<file path="src/rtl/ipc_mailbox_doorbell_macros.svh">
// assertion macros shared by the ipc mailbox rtl
`ifndef IPC_MAILBOX_DOORBELL_MACROS_SVH
`define IPC_MAILBOX_DOORBELL_MACROS_SVH

// same-cycle implication, sampled on clock, off while reset is high
`define IPCMB_ASSERT_IMP(label, ante, cons) \
   label: assert property (@(posedge clock) disable iff (reset) (ante) |-> (cons)) \
      else $error("ipc mailbox check failed");

// next-cycle implication, sampled on clock, off while reset is high
`define IPCMB_ASSERT_NEXT(label, ante, cons) \
   label: assert property (@(posedge clock) disable iff (reset) (ante) |=> (cons)) \
      else $error("ipc mailbox check failed");

`endif

</file>
<file path="src/rtl/ipcmb_pkg.sv">
// package: types, codes and constants of the ipc mailbox
package ipcmb_pkg;

   localparam int QUEUE_DEPTH = 16;
   localparam int PTR_W       = $clog2(QUEUE_DEPTH);
   localparam int CNT_W       = $clog2(QUEUE_DEPTH + 1);

   localparam logic [31:0] IPC_FLAG   = 32'h4000_0000;
   localparam logic [31:0] PHYS_MASK  = 32'h7FFF_FFFF;
   localparam logic [31:0] MASK_RESET = IPC_FLAG;

   // control register bit positions
   localparam int CB_X1  = 0;
   localparam int CB_Y2  = 1;
   localparam int CB_Y1  = 2;
   localparam int CB_X2  = 3;
   localparam int CB_IY1 = 4;
   localparam int CB_IY2 = 5;
   localparam int CTRL_W = 6;

   typedef enum logic [2:0] {
      KIND_IPC_WRITE  = 3'd0,
      KIND_IPC_READ   = 3'd1,
      KIND_FLAG_CLEAR = 3'd2,
      KIND_MASK_WRITE = 3'd3,
      KIND_FLAGS_READ = 3'd4,
      KIND_MASK_READ  = 3'd5,
      KIND_REPLY_POST = 3'd6
   } kind_type;

   typedef enum logic [1:0] {
      REG_HOST_MSG   = 2'd0,
      REG_CONTROL    = 2'd1,
      REG_REPLY_ADDR = 2'd2,
      REG_UNUSED     = 2'd3
   } reg_sel_type;

   typedef enum logic {
      ST_EMPTY = 1'b0,
      ST_HOLD  = 1'b1
   } state_type;

   typedef struct packed {
      logic exec;
   } cmd_type;

endpackage

</file>
<file path="src/rtl/ipcmb_queue.sv">
// circular address queue with head read-out and count
`include "ipc_mailbox_doorbell_macros.svh"

module ipcmb_queue
   import ipcmb_pkg::*;
(
   input  logic        clock,
   input  logic        reset,
   input  logic        push,
   input  logic [31:0] push_data,
   input  logic        pop,
   output logic [31:0] head_data,
   output logic        empty,
   output logic        full
);

   localparam logic [PTR_W-1:0] LAST_IDX = PTR_W'(QUEUE_DEPTH - 1);
   localparam logic [PTR_W:0]   DEPTH_W  = (PTR_W + 1)'(QUEUE_DEPTH);
   localparam logic [CNT_W-1:0] DEPTH_C  = CNT_W'(QUEUE_DEPTH);

   logic [31:0]      entry_ff [QUEUE_DEPTH];
   logic [PTR_W-1:0] head_ff, head_in;
   logic [CNT_W-1:0] count_ff, count_in;
   logic             push_ok;
   logic [PTR_W:0]   wr_sum;
   logic [PTR_W:0]   wr_wrap;
   logic [PTR_W-1:0] wr_idx;

   assign empty     = (count_ff == '0);
   assign full      = (count_ff == DEPTH_C);
   assign push_ok   = push && !full;
   assign head_data = entry_ff[head_ff];

   // tail slot: head + count, folded back once
   assign wr_sum  = {1'b0, head_ff} + {1'b0, count_ff[PTR_W-1:0]};
   assign wr_wrap = (wr_sum >= DEPTH_W) ? (wr_sum - DEPTH_W) : wr_sum;
   assign wr_idx  = wr_wrap[PTR_W-1:0];

   always_comb begin
      head_in  = head_ff;
      count_in = count_ff;
      if (pop) begin
         head_in = (head_ff == LAST_IDX) ? '0 : head_ff + 1'b1;
      end
      if (push_ok && !pop) begin
         count_in = count_ff + 1'b1;
      end else if (pop && !push_ok) begin
         count_in = count_ff - 1'b1;
      end
   end

   always_ff @(posedge clock) begin
      if (reset) begin
         head_ff  <= '0;
         count_ff <= '0;
      end else begin
         head_ff  <= head_in;
         count_ff <= count_in;
      end
   end

   always_ff @(posedge clock) begin
      if (push_ok) begin
         entry_ff[wr_idx] <= push_data;
      end
   end

   `IPCMB_ASSERT_IMP(a_count_range, 1'b1, count_ff <= DEPTH_C)
   `IPCMB_ASSERT_IMP(a_pop_has_item, pop, !empty || push)
   `IPCMB_ASSERT_NEXT(a_full_holds, full && !pop, full)

endmodule

</file>
<file path="src/rtl/ipcmb_ctrl.sv">
// controller: result register occupancy and beat acceptance
module ipcmb_ctrl
   import ipcmb_pkg::*;
(
   input  logic    clock,
   input  logic    reset,
   input  logic    req_valid,
   output logic    req_stall,
   output logic    rsp_valid,
   input  logic    rsp_stall,
   output cmd_type cmd
);

   state_type state_ff, state_in;

   always_ff @(posedge clock) begin
      if (reset) begin
         state_ff <= ST_EMPTY;
      end else begin
         state_ff <= state_in;
      end
   end

   always_comb begin
      state_in  = state_ff;
      rsp_valid = 1'b0;
      req_stall = 1'b0;
      cmd.exec  = 1'b0;
      case (state_ff)
         ST_EMPTY: begin
            cmd.exec = req_valid;
            if (req_valid) begin
               state_in = ST_HOLD;
            end
         end
         ST_HOLD: begin
            rsp_valid = 1'b1;
            // result leaves this cycle unless rsp_stall: the next beat may take its place
            req_stall = rsp_stall;
            cmd.exec  = req_valid && !rsp_stall;
            if (!rsp_stall && !req_valid) begin
               state_in = ST_EMPTY;
            end
         end
         default: begin
            state_in = ST_EMPTY;
         end
      endcase
   end

endmodule

</file>
<file path="src/rtl/ipcmb_dp.sv">
// datapath: mailbox registers, doorbell logic, queues and result register
`include "ipc_mailbox_doorbell_macros.svh"

module ipcmb_dp
   import ipcmb_pkg::*;
(
   input  logic        clock,
   input  logic        reset,
   input  cmd_type     cmd,
   input  logic [2:0]  kind,
   input  logic [1:0]  reg_index,
   input  logic [31:0] data,
   output logic [31:0] read_data,
   output logic        request_valid,
   output logic [31:0] request_addr,
   output logic        queue_overflow,
   output logic        irq_out
);

   logic [31:0]       host_msg_ff, reply_addr_ff, flags_ff, mask_ff;
   logic [CTRL_W-1:0] ctrl_ff;

   logic [31:0] rd_out_ff, addr_out_ff;
   logic        valid_out_ff, ovf_out_ff, irq_out_ff;

   kind_type          kind_sel;
   reg_sel_type       reg_sel;
   logic              ctrl_wr, flag_clr, rep_post, dispatch, doorbell, ready;
   logic              req_push, req_any, pop_req, pop_rep, raise;
   logic [CTRL_W-1:0] ctrl_wr_val, ctrl_a, ctrl_b;
   logic [31:0]       flags_a, flags_b, mask_b, rd_val, req_pop_data;
   logic [31:0]       req_head, rep_head;
   logic              req_empty, req_full, rep_empty, rep_full;

   assign kind_sel = kind_type'(kind);
   assign reg_sel  = reg_sel_type'(reg_index);
   assign ctrl_wr  = (kind_sel == KIND_IPC_WRITE) && (reg_sel == REG_CONTROL);
   assign flag_clr = (kind_sel == KIND_FLAG_CLEAR);
   assign rep_post = (kind_sel == KIND_REPLY_POST);
   assign dispatch = ctrl_wr || flag_clr;

   // control write: y bits are write-one-to-clear, the rest take the data
   always_comb begin
      ctrl_wr_val         = '0;
      ctrl_wr_val[CB_X1]  = data[CB_X1];
      ctrl_wr_val[CB_X2]  = data[CB_X2];
      ctrl_wr_val[CB_IY1] = data[CB_IY1];
      ctrl_wr_val[CB_IY2] = data[CB_IY2];
      ctrl_wr_val[CB_Y1]  = ctrl_ff[CB_Y1] && !data[CB_Y1];
      ctrl_wr_val[CB_Y2]  = ctrl_ff[CB_Y2] && !data[CB_Y2];
   end

   assign ctrl_a   = ctrl_wr ? ctrl_wr_val : ctrl_ff;
   assign doorbell = ctrl_wr && ((data[CB_Y1] && ctrl_wr_val[CB_IY1]) ||
                                 (data[CB_Y2] && ctrl_wr_val[CB_IY2]));

   always_comb begin
      flags_a = flags_ff;
      if (flag_clr) begin
         flags_a = flags_ff & ~data;
      end else if (doorbell) begin
         flags_a = flags_ff | IPC_FLAG;
      end
   end

   assign req_push = ctrl_wr && ctrl_wr_val[CB_X1];
   assign ready    = dispatch && !ctrl_a[CB_Y1] && !ctrl_a[CB_Y2] &&
                     ((flags_a & IPC_FLAG) == '0);
   // a queue that is empty is never full, so a push then always lands
   assign req_any  = !req_empty || req_push;
   assign pop_req  = ready && req_any;
   assign pop_rep  = ready && !req_any && !rep_empty;
   // pushed and popped in the same beat: the message goes straight through
   assign req_pop_data = req_empty ? host_msg_ff : req_head;

   always_comb begin
      ctrl_b = ctrl_a;
      if (pop_req) begin
         ctrl_b[CB_Y2] = 1'b1;
         ctrl_b[CB_X1] = 1'b0;
      end else if (pop_rep) begin
         ctrl_b[CB_Y1] = 1'b1;
      end
   end

   assign raise   = (pop_req || pop_rep) &&
                    ((ctrl_b[CB_Y1] && ctrl_b[CB_IY1]) ||
                     (ctrl_b[CB_Y2] && ctrl_b[CB_IY2]));
   assign flags_b = raise ? (flags_a | IPC_FLAG) : flags_a;
   assign mask_b  = (kind_sel == KIND_MASK_WRITE) ? data : mask_ff;

   always_comb begin
      rd_val = '0;
      case (kind_sel)
         KIND_IPC_READ: begin
            case (reg_sel)
               REG_HOST_MSG:   rd_val = host_msg_ff;
               REG_CONTROL:    rd_val = 32'(ctrl_ff);
               REG_REPLY_ADDR: rd_val = reply_addr_ff;
               REG_UNUSED:     rd_val = '0;
               default:        rd_val = '0;
            endcase
         end
         KIND_FLAGS_READ: rd_val = flags_ff;
         KIND_MASK_READ:  rd_val = mask_ff;
         default:         rd_val = '0;
      endcase
   end

   ipcmb_queue u_req_queue (
      .clock     (clock),
      .reset     (reset),
      .push      (cmd.exec && req_push),
      .push_data (host_msg_ff),
      .pop       (cmd.exec && pop_req),
      .head_data (req_head),
      .empty     (req_empty),
      .full      (req_full)
   );

   ipcmb_queue u_rep_queue (
      .clock     (clock),
      .reset     (reset),
      .push      (cmd.exec && rep_post),
      .push_data (data),
      .pop       (cmd.exec && pop_rep),
      .head_data (rep_head),
      .empty     (rep_empty),
      .full      (rep_full)
   );

   always_ff @(posedge clock) begin
      if (reset) begin
         host_msg_ff   <= '0;
         reply_addr_ff <= '0;
         ctrl_ff       <= '0;
         flags_ff      <= '0;
         mask_ff       <= MASK_RESET;
      end else if (cmd.exec) begin
         if ((kind_sel == KIND_IPC_WRITE) && (reg_sel == REG_HOST_MSG)) begin
            host_msg_ff <= data;
         end
         if ((kind_sel == KIND_IPC_WRITE) && (reg_sel == REG_REPLY_ADDR)) begin
            reply_addr_ff <= data;
         end else if (pop_rep) begin
            reply_addr_ff <= rep_head & PHYS_MASK;
         end
         ctrl_ff  <= ctrl_b;
         flags_ff <= flags_b;
         mask_ff  <= mask_b;
      end
   end

   // result register
   always_ff @(posedge clock) begin
      if (cmd.exec) begin
         rd_out_ff    <= rd_val;
         valid_out_ff <= pop_req;
         addr_out_ff  <= pop_req ? req_pop_data : '0;
         ovf_out_ff   <= (req_push && req_full) || (rep_post && rep_full);
         irq_out_ff   <= ((flags_b & mask_b) != '0);
      end
   end

   assign read_data      = rd_out_ff;
   assign request_valid  = valid_out_ff;
   assign request_addr   = addr_out_ff;
   assign queue_overflow = ovf_out_ff;
   assign irq_out        = irq_out_ff;

   `IPCMB_ASSERT_IMP(a_one_action, pop_req, !pop_rep)
   `IPCMB_ASSERT_NEXT(a_req_ack, cmd.exec && pop_req, ctrl_ff[CB_Y2] && !ctrl_ff[CB_X1])
   `IPCMB_ASSERT_NEXT(a_rep_load, cmd.exec && pop_rep, ctrl_ff[CB_Y1])

endmodule

</file>
<file path="src/rtl/ipc_mailbox_doorbell.sv">
// top level: ipc mailbox with doorbell interrupt
//
// Mailbox between a host cpu and a service processor. Each req beat is one
// register access or event (ipc write/read, flag clear, mask write, flags
// read, mask read, reply post) and yields exactly one rsp beat. The whole
// beat, including the control-write doorbell, the request queue push and the
// single dispatch step, is combinational; its result lands in a result
// register and rsp_valid rises the cycle after acceptance. A new req beat is
// taken whenever the result register is empty or is being drained in the
// same cycle, so the block sustains one beat per clock; throughput drops
// only while rsp_stall holds the result register. The request and reply
// queues are 16-entry circular register files each; their contents are
// undefined until written, so there is no clearing pass after reset.
// A push to a full queue is dropped and reported on rsp_queue_overflow.
module ipc_mailbox_doorbell
   import ipcmb_pkg::*;
(
   input  logic        clock,
   input  logic        reset,

   // request channel
   input  logic        req_valid,
   output logic        req_stall,
   input  logic [2:0]  req_kind,
   input  logic [1:0]  req_reg_index,
   input  logic [31:0] req_data,

   // result channel
   output logic        rsp_valid,
   input  logic        rsp_stall,
   output logic [31:0] rsp_read_data,
   output logic        rsp_request_valid,
   output logic [31:0] rsp_request_addr,
   output logic        rsp_queue_overflow,
   output logic        rsp_irq_out
);

   // exec: a req beat is accepted and applied this cycle
   cmd_type cmd;

   // controller owns the handshake and result register occupancy
   ipcmb_ctrl u_ctrl (
      .clock     (clock),
      .reset     (reset),
      .req_valid (req_valid),
      .req_stall (req_stall),
      .rsp_valid (rsp_valid),
      .rsp_stall (rsp_stall),
      .cmd       (cmd)
   );

   // datapath holds the mailbox state, queues and the result payload
   ipcmb_dp u_dp (
      .clock          (clock),
      .reset          (reset),
      .cmd            (cmd),
      .kind           (req_kind),
      .reg_index      (req_reg_index),
      .data           (req_data),
      .read_data      (rsp_read_data),
      .request_valid  (rsp_request_valid),
      .request_addr   (rsp_request_addr),
      .queue_overflow (rsp_queue_overflow),
      .irq_out        (rsp_irq_out)
   );

endmodule
</file>
<file path="config.mk">
export PLATFORM = sky130hd
export DESIGN_NAME = ipc_mailbox_doorbell
export DESIGN_NICKNAME = d
export VERILOG_FILES = /design/src/rtl/ipcmb_pkg.sv /design/src/rtl/ipcmb_queue.sv /design/src/rtl/ipcmb_ctrl.sv /design/src/rtl/ipcmb_dp.sv /design/src/rtl/ipc_mailbox_doorbell.sv
export VERILOG_INCLUDE_DIRS = /design/src /design/src/rtl
export SDC_FILE = /design/constraint.sdc
export NUM_CORES = 2
export LEC_CHECK = 0
export BUFFER_PORTS_ARGS = -buffer_cell sky130_fd_sc_hd__buf_2
export CORE_AREA = 2 2 444 446
export DETAILED_ROUTE_END_ITERATION = 12
export DIE_AREA = 0 0 446 448
export GPL_ROUTABILITY_DRIVEN = 0
export SYNTH_ARGS = -nofsm -noshare
export SYNTH_HDL_FRONTEND = slang
export SYNTH_SLANG_ARGS = --single-unit
</file>
<file path="constraint.sdc">
create_clock -name clock -period 7 [get_ports clock]
set_input_delay 0.7 -clock clock [delete_from_list [all_inputs] [get_ports clock]]
set_output_delay 0.7 -clock clock [all_outputs]
set_load 0.02 [all_outputs]
</file>
==> reports/qor.yml <==
synthesis:
  ys_warn_count: 0
  async_reset_ff_share_pct: 0
  syn_inst: 2746
  syn_avg_cell_area_um2: 17.7
  netlist_area_um2: 48600
  synth_simple_gate_area_share_pct: 3.67
  synth_fa_ha_area_share_pct: 0.577
  synth-xor-area-share_pct: 0.379
  synth-seq-cells: 1232
  synth_edf_count: 1075
  yosysSeqAreaShare_pct: 72.9
  synth_top_family_by_area: "multiplexers"
  muxShareOfSynthArea_pct: 13.1
  ys_types: 69
  syn_nets: 2807
  ys.flop_type: "edfxtp_1"
  synth_compound_area_share_pct: 7.42
detailed_routing:
  drc_errors: 0
  wl_um: 124000
  first_pass_iters: 5
  via_per_inst: 4.71
  dr_wl_met2_um: 58500
  ant_nets: 0
  met1_length_um: 53600
  dr_total_vias: 25800
  dr_wl_met3_um: 8260
  highest_layer: "met5"
  wl_per_cell_um: 22.7
  drt_iter0_drc: 2511
die:
  dieHeight_um: 448
  die-width_um: 446
  ios: 110
  start_util_pct: 25.0
  rows: 162
  dieArea_um2: 200000
  coreArea_um2: 195000
status:
  status: "finished clean"
sta:
  fmax_mhz: 222
  tightest_slew_ns: 1.20
  fin_tns_setup_ns: 0
  grt_setup_unrepaired: "false"
  fin_crit_ns: 4.50
  setup-violations-final: 0
  post-route-period-util_pct: 64.3
  slew_violations: 0
  final-hold-violation-count: 0
  max_slew_margin_pct: 20.0
  finalClockSkew_ns: 0.0211
final_layout:
  design_area_um2: 56000
  area_delta_synth_final_pct: 15.4
  regArea_um2: 35400
  drive_gt1_share_pct: 23.4
  layout.cells.non_filler: 5474
  fill_cells: 19200
  nNetsFinal: 2894
  multi_input_area_um2: 12500
cts:
  clock_path_buffers: 3
  post-cts-setup-buffers: 0
  cts_hold_buf: 0
  numClockSinks: 1232
  cts_buffers: 112
  h-tree-depth: 3
  path_clk_slew_ns: 0.07
  cts_resized: 0
  clock_latency_ns: 0.74
  cts_tree: "yes"
  cts_root_buf: "clkbuf_16"
place:
  dp_hpwl_um: 74800
  placed_cells: 5261
  placed_area_um2: 52200
  port_buffers: 109
global_route:
  grt_max_degree: 105
  grt_overflow: 0
  gr-usage-all-layers_pct: 12.1
  antenna_found_initial: 12
  grt_pass1_vias: 25700
  grt_pass1_wl_um: 179000
setup_path:
  crit_path_start_kind: "flop"
  cp.arrival_ns: 4.84
  cp_max_fo: 62
  cp.required_ns: 7.34
  critical_path_class: "reg2reg"
  endpoint_kind: "flop"
power_and_ir_drop:
  p_per_area_nw_per_um2: 264
  power_mw: 14.8
  p_leak_nw: 16.4
  vdd_drop_max_v: 0.000195
job:
  drv_cap: 0
worst_hold_path:
  hp-class: "in2reg"
[logic make-up (layout without fill, tap and decap cells)]
group,Yosys count,count (layout)
AND/OR/NAND/NOR,385,385
multiplexers,323,323
buffers and inverters,204,389
flip-flops,1232,1232
XOR/XNOR,21,21
adder cells (fa/ha/maj),20,20
other,0,1
AO/OA/AOI/OAI,561,561
[metrics by stage]
step                worst slack [ns]  util [%]  hold slack (ns)
floorplan                       2.96         -            0.439
global placement                2.15      26.8            0.456
detailed placement              2.06      26.8            0.456
CTS                             2.51      28.8            0.127
global route                    2.31      28.8            0.186
finish                          2.50      28.8            0.185
[placed cells by master, fill, tap and decap left out, drive strengths merged, types with 31 or more instances in the layout]
cell type / count
nor2: 113
mux4: 252
dfxtp: 157
edfxtp: 1075
o21ai: 63
nand2b: 38
nand2: 154
clkinv: 48
o221ai: 31
a21oi: 279
a311oi: 32
clkbuf: 137
mux2i: 70
a22oi: 103
buf: 164
[critical path: stages (launching register included)]
cell and delay [ns]:
dfxtp_1 0.31, and2_1 0.17, nand2b_1 0.44, inv_6 0.68
nand3_1 0.16, a21oi_1 0.77, nand3b_1 0.49, nor2_4 0.99
[where the power goes]
| part | switching, mW | internal, mW |
|---|---|---|
| logic | 0.268 | 0.0915 |
| clock network | 2.76 | 3.71 |
| registers | 0.0359 | 7.96 |
| total | 3.06 | 11.8 |
[layer usage]
| metal | global-route usage (%) | up-vias |
|---|---|---|
| met2 | 19.4 | 909 |
| met5 | 0 | - |
| met3 | 2.30 | 200 |
| met1 | 16.7 | 13400 |
| li1 | - | 11300 |
| met4 | 3.59 | 4 |
[cell usage after synthesis, types with 4 or more instances]
library cell	count	area share, %
a21o_1	6	0.093
a21oi_1	250	2.6
a21oi_2	29	0.52
a22o_1	12	0.22
a22oi_1	103	1.6
a311oi_1	32	0.58
a31oi_1	8	0.10
and2_1	5	0.064
and3_1	7	0.090
buf_1	9	0.070
buf_2	41	0.42
buf_4	6	0.093
buf_6	9	0.21
clkbuf_1	124	0.96
dfxtp_1	157	6.5
edfxtp_1	1075	66
fa_1	4	0.16
ha_1	16	0.41
inv_1	13	0.10
mux2i_1	70	1.4
mux4_2	252	12
nand2_1	154	1.2
nand2b_1	38	0.49
nand3_1	20	0.21
nand3b_1	5	0.077
nand4_1	8	0.10
nor2_1	111	0.86
nor2b_1	6	0.077
nor4_1	5	0.064
o211a_1	4	0.082
o211ai_1	7	0.11
o21ai_0	63	0.65
o221ai_1	31	0.56
or3_1	6	0.077
xnor2_1	12	0.22
xor2_1	9	0.16
[path summary, 6_finish.rpt]
kind                                     endpoint              from  cells after the start  slack [ns]
setup / recovery  u_dp.u_rep_queue.entry_ff[1][1]   u_ctrl.state_ff                      7        2.50
hold / removal                    u_ctrl.state_ff         req_valid                      3        0.18
setup reg to reg  u_dp.u_rep_queue.entry_ff[1][1]   u_ctrl.state_ff                      7        2.50
hold reg to reg                  u_dp.flags_ff[9]  u_dp.flags_ff[9]                      2        0.47
[registers in the layout (all words and copies together) (netlist names), 6 cells and up, named ones only]
name / cells
u_dp.flags_ff: 32
u_dp.ctrl_ff: 6
u_dp.request_addr: 32
u_dp.read_data: 32
u_dp.mask_ff: 32
u_dp.u_req_queue.entry_ff: 512
u_dp.u_rep_queue.entry_ff: 496
u_dp.host_msg_ff: 32
u_dp.reply_addr_ff: 32
[layout make-up]
cell class / count / share of cell area (%)
timing repair buffer: 164 / 1.74
clock buffer: 137 / 5.32
antenna: 1 / 0.00447
sequential: 1232 / 63.2
tap: 2542 / 5.68
inverter: 13 / 0.0960
clock inverter: 75 / 1.59
multi-input combinational: 1310 / 22.3
Note: power is estimated with default switching activity, not from simulation.
